===== src/sv/bcp_pkg.sv =====
`timescale 1ns / 1ps
// ----------------------------------------------------------------------------
// bcp_pkg: shared types, constants and character functions
// Holds the base-34 alphabet mapping, the queue entry and the result beat
// layout that the front, the queue, the back and the top level share.
// ----------------------------------------------------------------------------
package bcp_pkg;

  localparam int unsigned DIGIT_BASE = 34;
  localparam int unsigned CODE_LEN   = 25;
  localparam int unsigned SUM_LEN    = 24;
  localparam int unsigned COUNT_MAX  = 31;
  localparam int unsigned PORT_BITS  = 16;
  localparam int unsigned ROOM_BITS  = 48;
  localparam int unsigned VALUE_BITS = 64;
  localparam int unsigned COUNT_W    = 5;
  localparam int unsigned DIGIT_W    = 6;
  localparam int unsigned CHAR_W     = 7;

  // Queue between front and back.
  localparam int unsigned QDEPTH  = 2;
  localparam int unsigned QPTR_W  = (QDEPTH > 1) ? $clog2(QDEPTH) : 1;
  localparam int unsigned QCNT_W  = $clog2(QDEPTH + 1);

  // ASCII landmarks.
  localparam logic [7:0] CH_0     = 8'h30;
  localparam logic [7:0] CH_9     = 8'h39;
  localparam logic [7:0] CH_A     = 8'h41;
  localparam logic [7:0] CH_H     = 8'h48;
  localparam logic [7:0] CH_I     = 8'h49;
  localparam logic [7:0] CH_J     = 8'h4A;
  localparam logic [7:0] CH_N     = 8'h4E;
  localparam logic [7:0] CH_O     = 8'h4F;
  localparam logic [7:0] CH_P     = 8'h50;
  localparam logic [7:0] CH_Z     = 8'h5A;
  localparam logic [7:0] CH_LOW_A = 8'h61;
  localparam logic [7:0] CH_LOW_Z = 8'h7A;
  localparam logic [7:0] CASE_GAP = 8'h20;

  // First digit value of each contiguous letter run of the alphabet.
  localparam logic [7:0] DIG_A = 8'd10;
  localparam logic [7:0] DIG_J = 8'd18;
  localparam logic [7:0] DIG_P = 8'd23;

  typedef enum logic {
    REQ_CHAR = 1'b0,
    REQ_END  = 1'b1
  } req_t;

  typedef enum logic {
    KIND_ECHO    = 1'b0,
    KIND_VERDICT = 1'b1
  } kind_t;

  typedef struct packed {
    logic                 ok;
    logic [DIGIT_W-1:0]   digit;
  } digit_dec_t;

  typedef struct packed {
    logic                 is_end;
    logic [DIGIT_W-1:0]   digit;
  } q_entry_t;

  typedef struct packed {
    kind_t                kind;
    logic [COUNT_W-1:0]   position;
    logic [DIGIT_W-1:0]   digit_value;
    logic [CHAR_W-1:0]    norm_char;
    logic                 valid_res;
    logic [PORT_BITS-1:0] port_out;
    logic [ROOM_BITS-1:0] room_out;
  } res_t;

  // Maps a raw byte onto a base-34 digit; ok is low for a skipped byte.
  function automatic digit_dec_t char_to_digit(input logic [7:0] b);
    logic [7:0] u;
    digit_dec_t r;
    r.ok    = 1'b0;
    r.digit = '0;
    u       = b;
    if (u >= CH_LOW_A && u <= CH_LOW_Z) begin
      u = u - CASE_GAP;
    end
    if (u == CH_I) begin
      u = CH_0 + 8'd1;
    end
    if (u == CH_O) begin
      u = CH_0;
    end
    if (u >= CH_0 && u <= CH_9) begin
      r.ok    = 1'b1;
      r.digit = DIGIT_W'(u - CH_0);
    end else if (u >= CH_A && u <= CH_H) begin
      r.ok    = 1'b1;
      r.digit = DIGIT_W'(u - CH_A + DIG_A);
    end else if (u >= CH_J && u <= CH_N) begin
      r.ok    = 1'b1;
      r.digit = DIGIT_W'(u - CH_J + DIG_J);
    end else if (u >= CH_P && u <= CH_Z) begin
      r.ok    = 1'b1;
      r.digit = DIGIT_W'(u - CH_P + DIG_P);
    end
    return r;
  endfunction

  // Maps a digit value back onto its alphabet character.
  function automatic logic [CHAR_W-1:0] digit_to_char(input logic [DIGIT_W-1:0] d);
    logic [7:0] dw;
    logic [7:0] c;
    dw = {2'b00, d};
    if (dw < DIG_A) begin
      c = CH_0 + dw;
    end else if (dw < DIG_J) begin
      c = CH_A + (dw - DIG_A);
    end else if (dw < DIG_P) begin
      c = CH_J + (dw - DIG_J);
    end else begin
      c = CH_P + (dw - DIG_P);
    end
    return c[CHAR_W-1:0];
  endfunction

endpackage


===== src/sv/base34_code_parser.sv =====
`timescale 1ns / 1ps
// ----------------------------------------------------------------------------
// base34_code_parser: streaming base-34 code parser
// Checks a 25-digit base-34 code with a mod-34 checksum and decodes its
// little-endian value into a 16-bit port and a 48-bit room number.
// ----------------------------------------------------------------------------
// Usage:
//   The input channel carries one beat per code character (in_req_type = 0,
//   byte on in_char_code) and a final beat with in_req_type = 1 as the end
//   marker. Bytes outside 0-9, A-Z and a-z are accepted and dropped with no
//   result. Each kept character gives one echo beat on the output channel
//   with its position, digit value and normalized character; the end marker
//   gives one verdict beat and returns the parser to its reset state.
//   A result beat passes through the queue and the output register.
//   Throughput: one beat per cycle on both sides while out_ready is high.
//   The classifier and the accumulator are parted by a two-entry queue and
//   the result sits in an output register, so a new input beat is accepted
//   while a finished result still waits. The accumulator's digit-times-power
//   product is registered and added in the next cycle; the verdict adds any
//   pending product.
//   When the receiver stalls, the output register holds its beat, the queue
//   fills, and in_ready drops once both entries are taken.
//   Reset (rst_n low, synchronous) empties the queue and the output register
//   and clears count, checksum and value, with the place power set to one.
// ----------------------------------------------------------------------------
module base34_code_parser (
  input  logic         clk,
  input  logic         rst_n,
  input  logic         in_valid,
  output logic         in_ready,
  input  logic         in_req_type,
  input  logic [7:0]   in_char_code,
  output logic         out_valid,
  input  logic         out_ready,
  output logic         out_kind,
  output logic [4:0]   out_position,
  output logic [5:0]   out_digit_value,
  output logic [6:0]   out_norm_char,
  output logic         out_valid_res,
  output logic [15:0]  out_port_out,
  output logic [47:0]  out_room_out
);

  // Front to queue.
  logic              q_ready;
  logic              q_push;
  bcp_pkg::q_entry_t q_in;

  // Queue to back.
  logic              q_valid;
  logic              q_pop;
  bcp_pkg::q_entry_t q_head;

  bcp_pkg::res_t     res;

  bcp_front u_front (
    .in_valid     (in_valid),
    .in_ready     (in_ready),
    .in_req_type  (in_req_type),
    .in_char_code (in_char_code),
    .q_ready      (q_ready),
    .q_push       (q_push),
    .q_data       (q_in)
  );

  bcp_queue u_queue (
    .clk       (clk),
    .rst_n     (rst_n),
    .push      (q_push),
    .push_data (q_in),
    .ready     (q_ready),
    .valid     (q_valid),
    .head      (q_head),
    .pop       (q_pop)
  );

  bcp_back u_back (
    .clk       (clk),
    .rst_n     (rst_n),
    .q_valid   (q_valid),
    .q_head    (q_head),
    .q_pop     (q_pop),
    .out_valid (out_valid),
    .out_ready (out_ready),
    .out_res   (res)
  );

  // Unpack the registered result beat onto the output ports.
  assign out_kind        = res.kind;
  assign out_position    = res.position;
  assign out_digit_value = res.digit_value;
  assign out_norm_char   = res.norm_char;
  assign out_valid_res   = res.valid_res;
  assign out_port_out    = res.port_out;
  assign out_room_out    = res.room_out;

endmodule


===== src/sv/bcp_front.sv =====
`timescale 1ns / 1ps
// ----------------------------------------------------------------------------
// bcp_front: input classifier
// Decodes each input beat into a digit or an end marker and drops bytes
// outside the alphabet before they reach the queue.
// ----------------------------------------------------------------------------
module bcp_front (
  input  logic                in_valid,
  output logic                in_ready,
  input  logic                in_req_type,
  input  logic [7:0]          in_char_code,
  input  logic                q_ready,
  output logic                q_push,
  output bcp_pkg::q_entry_t   q_data
);

  bcp_pkg::digit_dec_t dec;
  logic                is_end;

  assign dec      = bcp_pkg::char_to_digit(in_char_code);
  assign is_end   = (in_req_type == bcp_pkg::REQ_END);
  assign in_ready = q_ready;

  // Skipped bytes are accepted but never enter the queue.
  assign q_push        = in_valid && q_ready && (is_end || dec.ok);
  assign q_data.is_end = is_end;
  assign q_data.digit  = is_end ? '0 : dec.digit;

endmodule


===== src/sv/bcp_queue.sv =====
`timescale 1ns / 1ps
// ----------------------------------------------------------------------------
// bcp_queue: classified item queue
// A small register FIFO that decouples the classifier from the back end,
// with simultaneous push and pop when full.
// ----------------------------------------------------------------------------
module bcp_queue (
  input  logic              clk,
  input  logic              rst_n,
  input  logic              push,
  input  bcp_pkg::q_entry_t push_data,
  output logic              ready,
  output logic              valid,
  output bcp_pkg::q_entry_t head,
  input  logic              pop
);

  localparam logic [bcp_pkg::QPTR_W-1:0] PTR_LAST = bcp_pkg::QPTR_W'(bcp_pkg::QDEPTH - 1);
  localparam logic [bcp_pkg::QCNT_W-1:0] CNT_FULL = bcp_pkg::QCNT_W'(bcp_pkg::QDEPTH);

  bcp_pkg::q_entry_t             mem_r [bcp_pkg::QDEPTH];
  logic [bcp_pkg::QPTR_W-1:0]    wr_ptr_r, wr_ptr_nxt;
  logic [bcp_pkg::QPTR_W-1:0]    rd_ptr_r, rd_ptr_nxt;
  logic [bcp_pkg::QCNT_W-1:0]    cnt_r, cnt_nxt;
  logic                          do_push, do_pop;

  assign valid   = (cnt_r != '0);
  assign ready   = (cnt_r != CNT_FULL) || pop;
  assign head    = mem_r[rd_ptr_r];
  assign do_pop  = pop && valid;
  assign do_push = push && ready;

  always_comb begin
    wr_ptr_nxt = wr_ptr_r;
    rd_ptr_nxt = rd_ptr_r;
    cnt_nxt    = cnt_r;
    if (do_push) begin
      wr_ptr_nxt = (wr_ptr_r == PTR_LAST) ? '0 : wr_ptr_r + 1'b1;
    end
    if (do_pop) begin
      rd_ptr_nxt = (rd_ptr_r == PTR_LAST) ? '0 : rd_ptr_r + 1'b1;
    end
    if (do_push && !do_pop) begin
      cnt_nxt = cnt_r + 1'b1;
    end else if (do_pop && !do_push) begin
      cnt_nxt = cnt_r - 1'b1;
    end
  end

  always_ff @(posedge clk) begin
    if (!rst_n) begin
      wr_ptr_r <= '0;
      rd_ptr_r <= '0;
      cnt_r    <= '0;
    end else begin
      wr_ptr_r <= wr_ptr_nxt;
      rd_ptr_r <= rd_ptr_nxt;
      cnt_r    <= cnt_nxt;
    end
  end

  always_ff @(posedge clk) begin
    if (do_push) begin
      mem_r[wr_ptr_r] <= push_data;
    end
  end

  a_cnt_bound: assert property (@(posedge clk) disable iff (!rst_n)
    cnt_r <= CNT_FULL)
    else $error("queue occupancy above depth");

  a_ptr_gap: assert property (@(posedge clk) disable iff (!rst_n)
    (cnt_r == '0) |-> (wr_ptr_r == rd_ptr_r))
    else $error("empty queue with mismatched pointers");

  a_full_push: assert property (@(posedge clk) disable iff (!rst_n)
    (cnt_r == CNT_FULL && push && !pop) |=> (cnt_r == CNT_FULL))
    else $error("push into full queue changed occupancy");

endmodule


===== src/sv/bcp_back.sv =====
`timescale 1ns / 1ps
// ----------------------------------------------------------------------------
// bcp_back: digit accumulator and verdict unit
// Pops classified items, keeps the count, checksum and little-endian
// value, and loads each result beat into the output register.
// ----------------------------------------------------------------------------
module bcp_back (
  input  logic              clk,
  input  logic              rst_n,
  input  logic              q_valid,
  input  bcp_pkg::q_entry_t q_head,
  output logic              q_pop,
  output logic              out_valid,
  input  logic              out_ready,
  output bcp_pkg::res_t     out_res
);

  localparam int unsigned VW = bcp_pkg::VALUE_BITS;
  localparam int unsigned DW = bcp_pkg::DIGIT_W;
  localparam int unsigned CW = bcp_pkg::COUNT_W;

  localparam logic [CW-1:0]  CNT_CODE = CW'(bcp_pkg::CODE_LEN);
  localparam logic [CW-1:0]  CNT_SUM  = CW'(bcp_pkg::SUM_LEN);
  localparam logic [CW-1:0]  CNT_MAX  = CW'(bcp_pkg::COUNT_MAX);
  localparam logic [DW:0]    BASE_W   = (DW + 1)'(bcp_pkg::DIGIT_BASE);

  logic [CW-1:0]  count_r, count_nxt;
  logic [DW-1:0]  sum_r, sum_nxt;
  logic           match_r, match_nxt;
  logic [VW-1:0]  value_acc_r, value_acc_nxt;
  logic [VW-1:0]  prod_r, prod_nxt;
  logic [VW-1:0]  power_r, power_nxt;
  logic           out_valid_r, out_valid_nxt;
  bcp_pkg::res_t  res_r, res_nxt;

  logic [DW:0]    sum_add;
  logic [VW-1:0]  total;
  logic           verdict_ok;
  logic           pop_end;
  logic [DW-1:0]  d;

  assign q_pop     = q_valid && (!out_valid_r || out_ready);
  assign pop_end   = q_pop && q_head.is_end;
  assign d         = q_head.digit;
  assign out_valid = out_valid_r;
  assign out_res   = res_r;

  // The product of the previous digit is folded in during the following cycle.
  assign total      = value_acc_r + prod_r;
  assign verdict_ok = (count_r == CNT_CODE) && match_r;
  assign sum_add    = {1'b0, sum_r} + {1'b0, d};

  always_comb begin
    count_nxt     = count_r;
    sum_nxt       = sum_r;
    match_nxt     = match_r;
    value_acc_nxt = total;
    prod_nxt      = '0;
    power_nxt     = power_r;
    out_valid_nxt = out_valid_r && !out_ready;
    res_nxt       = res_r;
    if (q_pop) begin
      out_valid_nxt = 1'b1;
      res_nxt       = '0;
      if (q_head.is_end) begin
        res_nxt.kind      = bcp_pkg::KIND_VERDICT;
        res_nxt.valid_res = verdict_ok;
        if (verdict_ok) begin
          res_nxt.port_out = total[bcp_pkg::PORT_BITS-1:0];
          res_nxt.room_out = total[VW-1:bcp_pkg::PORT_BITS];
        end
        count_nxt     = '0;
        sum_nxt       = '0;
        match_nxt     = 1'b0;
        value_acc_nxt = '0;
        power_nxt     = VW'(1);
      end else begin
        res_nxt.kind        = bcp_pkg::KIND_ECHO;
        res_nxt.position    = count_r;
        res_nxt.digit_value = d;
        res_nxt.norm_char   = bcp_pkg::digit_to_char(d);
        if (count_r < CNT_SUM) begin
          sum_nxt = (sum_add >= BASE_W) ? DW'(sum_add - BASE_W) : sum_add[DW-1:0];
        end
        if (count_r == CNT_SUM) begin
          match_nxt = (sum_r == d);
        end
        prod_nxt  = power_r * {{(VW-DW){1'b0}}, d};
        // Times 34 as 32 + 2.
        power_nxt = (power_r << 5) + (power_r << 1);
        if (count_r != CNT_MAX) begin
          count_nxt = count_r + 1'b1;
        end
      end
    end
  end

  always_ff @(posedge clk) begin
    if (!rst_n) begin
      count_r     <= '0;
      sum_r       <= '0;
      match_r     <= 1'b0;
      value_acc_r <= '0;
      prod_r      <= '0;
      power_r     <= VW'(1);
      out_valid_r <= 1'b0;
    end else begin
      count_r     <= count_nxt;
      sum_r       <= sum_nxt;
      match_r     <= match_nxt;
      value_acc_r <= value_acc_nxt;
      prod_r      <= prod_nxt;
      power_r     <= power_nxt;
      out_valid_r <= out_valid_nxt;
    end
  end

  always_ff @(posedge clk) begin
    res_r <= res_nxt;
  end

  a_sum_range: assert property (@(posedge clk) disable iff (!rst_n)
    sum_r < BASE_W[DW-1:0])
    else $error("checksum out of range");

  a_end_clears: assert property (@(posedge clk) disable iff (!rst_n)
    pop_end |=> (count_r == '0) && (prod_r == '0) && (value_acc_r == '0) && !match_r)
    else $error("state not cleared after end marker");

  a_prod_source: assert property (@(posedge clk) disable iff (!rst_n)
    (prod_r != '0) |-> $past(q_pop && !q_head.is_end))
    else $error("pending product without a digit");

  a_verdict_kind: assert property (@(posedge clk) disable iff (!rst_n)
    (out_valid_r && res_r.valid_res) |-> (res_r.kind == bcp_pkg::KIND_VERDICT))
    else $error("valid flag on a digit echo");

  a_pop_loads: assert property (@(posedge clk) disable iff (!rst_n)
    q_pop |=> out_valid_r)
    else $error("popped item did not reach the output register");

endmodule

===== config.mk =====
export PLATFORM = sky130hd
export DESIGN_NAME = base34_code_parser
export DESIGN_NICKNAME = d
export VERILOG_FILES = /design/src/sv/bcp_pkg.sv /design/src/sv/base34_code_parser.sv /design/src/sv/bcp_front.sv /design/src/sv/bcp_queue.sv /design/src/sv/bcp_back.sv
export SDC_FILE = /design/constraint.sdc
export NUM_CORES = 2
export LEC_CHECK = 0
export BUFFER_PORTS_ARGS = -buffer_cell sky130_fd_sc_hd__buf_4
export CAP_MARGIN = 20
export CORE_UTILIZATION = 45
export CTS_CLUSTER_DIAMETER = 40
export DETAILED_ROUTE_END_ITERATION = 10
export GPL_ROUTABILITY_DRIVEN = 0
export PLACE_DENSITY = 0.58
export REMOVE_ABC_BUFFERS = 1
export SYNTH_ARGS = -nofsm -noshare
export SYNTH_HDL_FRONTEND = slang
export SYNTH_SLANG_ARGS = --single-unit

===== constraint.sdc =====
create_clock -name clk -period 6.76 [get_ports clk]
set_input_delay 0.676 -clock clk [delete_from_list [all_inputs] [get_ports clk]]
set_output_delay 0.676 -clock clk [all_outputs]
set_load 0.03 [all_outputs]

==> impl_results.md <==
* Outcome: finished, final reports clean
* Hold_ws at 0.322 ns
* Flops & latches, synth at 308
* Relative slew slack at 0.393
* Post-synthesis sequential area ratio at 0.252
* Total global-route track usage at 0.233
* CTS root buf: clkbuf_16
* Final Hold Violating Endpoints at 0
* Net switching power at 2.66 mW
* Post-cts hold buffer count at 0
* Sequential share of power at 0.324
* Class of the worst hold path: input pin to register
* Setup CP Type: register to register
* Peak VDD IR at 0.208 mV
* Synth unique cells at 86
* ANT nets after route at 0
* H-tree Lvls at 2
* Combinational power share at 0.278
* ANT cells at 0
* Clock power frac at 0.398
* Largest net degree at the start of global routing at 64
* Height of the die at 253 um
* Pleak at 14.7 nW
* Slew of the pin with the lowest slew margin at 0.910 ns
* Total Power at 7.33 mW
* MaxCap Viol Count at 0
* Final period utilization at 0.927
* Antenna violations before repair at 0
* Mapped Cells at 3318
* RSZ-0062 raised after global routing: false
* Final HPWL DP at 56800 um
* Slowest stage delay, CP at 0.64 ns
* Chip width at 253 um
* CP max-delay cell: inv_2
* IO Port Bufs at 98
* Ys Warns at 0
* P_int at 4.67 mW
* Startpoint Class: register
* Worst EP arrival at 6.79 ns
* Syn_area_per_cell at 8.53 um^2
* IO Count at 99
* Clock buffer depth at 3
* Switching Fraction at 0.363
* Clk pin slew, worst setup/hold paths at 0.06 ns
* Die area at 0.0639 mm^2
* Finished Cell Area at 0.0319 mm^2
* Fin util at 0.515
* DRC Markers at 0
* Final WS setup at 0.492 ns
* Async SR Flop Fraction at 0
* DR vias at 23376
* Post_cts resized at 0
* DR pass1 iterations at 7
* Req. time, crit path at 7.28 ns
* Final critical-path required period at 6.27 ns
* Syn Std Cell Area at 0.0283 mm^2
* Placed Cells incl. Taps at 4152
* PD cells at 230 mW/mm^2
* DP Area at 0.0299 mm^2
* Achievable frequency at 0.160 GHz
* CTS tree: done
* Worst skew pair latency at 0.62 ns
* Number of synthesized flops with an enable pin at 98
* CORE AREA at 0.0619 mm^2
* Final WL at 73600 um
* CTS buffer count at 55
* WL/cell at 17.3 um
* Post-CTS Setup Inserts at 0
* Row count at 91
* Non-Filler Instances at 4256
* Top_reg_cell synth: dfxtp_1
* Fin. max-slew vios at 0
* First-pass GRT wire length at 122000 um
* Syn-to-layout area delta at 12.7%
* Clock Sinks at 308
* Initial drt markers at 1710
* TNS Setup at 0 ns
* Critical path fanouts, max at 46
* Crit end category: register
* Share of layout cells above drive strength 1 at 0.0857
* Initial Utilization at 0.457
* Final Skew at 0.0177 ns
* Vias in the first global route at 23172
* Total gr overflow at 0
* Fin nets at 3843
* Worst path cell trace: buf_4, mux2i_1, inv_2, nand2_1, fa_1, inv_1, ha_1, inv_1, fa_1, inv_1, fa_1, a211oi_1, nor2_1, o41a_1, o21ai_2, o31ai_2, a221o_1, a31oi_2, o21ai_1, o21ba_1, o21a_1, nor3_1
* Place WS at 0.564 ns
* DR vias/cell at 5.49
* Final number of setup-violating endpoints at 0
-- state kept, by name, summed over array words and instances (netlist names), named ones only --
name and count:
u_queue.cnt_r 2, u_back.sum_r 6, u_queue.rd_ptr_r 1, u_queue.wr_ptr_r 1, u_back.count_r 5, u_back.match_r 1, u_back.prod_r 64, u_back.out_valid 1
u_back.value_acc_r 64, u_queue.mem_r 14, u_back.out_res 84, u_back.power_r 64
-- path summary, 6_finish.rpt --
path | from | end | slack [ns] | depth (start not counted)
worst max register to register | register | u_back.prod_r[55]$_SDFF_PP0_ | 0.49 | 22
worst min register to register | u_back.sum_r[0]$_SDFFE_PN0P_ | u_back.sum_r[0]$_SDFFE_PN0P_ | 0.48 | 2
worst max-delay path | register | u_back.prod_r[55]$_SDFF_PP0_ | 0.49 | 22
worst min-delay path | in_req_type | u_queue.mem_r[1][6]$_DFFE_PP_ | 0.32 | 1
-- cells by family (layout without fill, tap and decap cells) --
logic type | count (synthesis) | count (layout) | synth area share
buffers and inverters | 442 | 543 | 0.0587
AO/OA/AOI/OAI | 798 | 798 | 0.187
XOR/XNOR | 188 | 188 | 0.0582
flip-flops | 308 | 308 | 0.252
multiplexers | 10 | 10 | 0.00358
AND/OR/NAND/NOR | 1114 | 1114 | 0.174
adder cells (fa/ha/maj) | 458 | 458 | 0.266
-- routing by layer --
metal,vias up,track usage,wire (um)
li1,11421,-,-
met1,11155,0.352,37300
met2,680,0.348,30900
met3,120,0.0271,3700
met4,0,0.0616,1610
met5,-,0,0
-- area by class of cell --
| cell class | instances | area [um^2] |
|---|---|---|
| flip-flops and latches | 308 | 7150 |
| well taps | 837 | 1050 |
| clock buffers | 60 | 1440 |
| multi-input cells | 2568 | 19500 |
| fillers | 5815 | 30000 |
| inverters | 305 | 1150 |
| clock inverters | 44 | 557 |
| repair buffers | 134 | 1060 |
-- power by group through the flow --
stage	logic (mW)	registers (mW)	clock network, mW
after floorplan	0.821	2.82	0
after global placement	2.01	2.41	0
after detailed placement	2.04	2.42	0
after CTS	2.05	2.38	2.98
after global routing	2.19	2.40	3.06
final	2.04	2.37	2.92
-- cells in the mapped netlist (all sizes together), types with 5 or more instances --
cell    instances  share of area
nand2         527          0.070
and4            7         0.0022
nand4          37         0.0082
nor2b          37         0.0082
a21o          130          0.034
a211o           9         0.0028
nand3          41         0.0072
a31oi          24         0.0055
ha            218          0.096
nor2          273          0.036
a22oi           9         0.0024
nor3b          14         0.0037
edfxtp         98           0.10
xor2           86          0.027
dfxtp         210           0.15
a22o            8         0.0025
and3           34         0.0075
or3            14         0.0031
a311oi          8         0.0029
a31o            9         0.0028
o21a           34         0.0090
clkbuf        125          0.017
a41oi          12         0.0040
nor4            6         0.0013
o21bai         35         0.0093
a21oi         209          0.038
a21boi         15         0.0040
fa            240           0.17
o211ai         16         0.0044
buf            12         0.0017
inv           304          0.040
o22ai           5         0.0016
nand2b         25         0.0055
nor3           38         0.0067
o31ai          22         0.0065
xnor2         102          0.032
mux2i           9         0.0032
a221oi          8         0.0033
a211oi         15         0.0040
and2           46          0.010
a221o           6         0.0021
o21ai         182          0.033
-- worst max-delay path, delay by kind of cell (launching register included) --
kind            cells  cell delay (ns)
fa+ha+maj           4             1.85
compound gates      9             2.30
simple gates        3             0.51
mux                 1             0.12
flops               1             0.34
buf+inv             5             0.98
-- layout by cell type, fill, tap and decap left out, types with 9 or more instances in the layout --
master     instances
fa_1             240
a211oi_1          15
o21bai_1          35
and2_1            45
dfxtp_1          210
ha_1             218
nor2b_1           37
o211ai_1          15
o21a_1            34
and3_1            34
a21o_1           130
xnor2_1          102
a31oi_1           23
nand3_1           40
a22oi_1            9
a41oi_1           11
a21oi_1          203
nand2b_1          25
clkinv_4           9
nor3_1            38
nand4_1           37
a211o_1            9
nand2_1          527
a31o_2             9
nor3b_1           14
a21boi_0          14
edfxtp_1          98
mux2i_1            9
buf_4            130
o21ai_0          161
o21ai_1           16
nor2_1           273
or3_1             14
o31ai_1           18
inv_8             11
clkbuf_16         56
xor2_1            86
inv_1            298
Note: power is estimated with default switching activity, not from simulation.
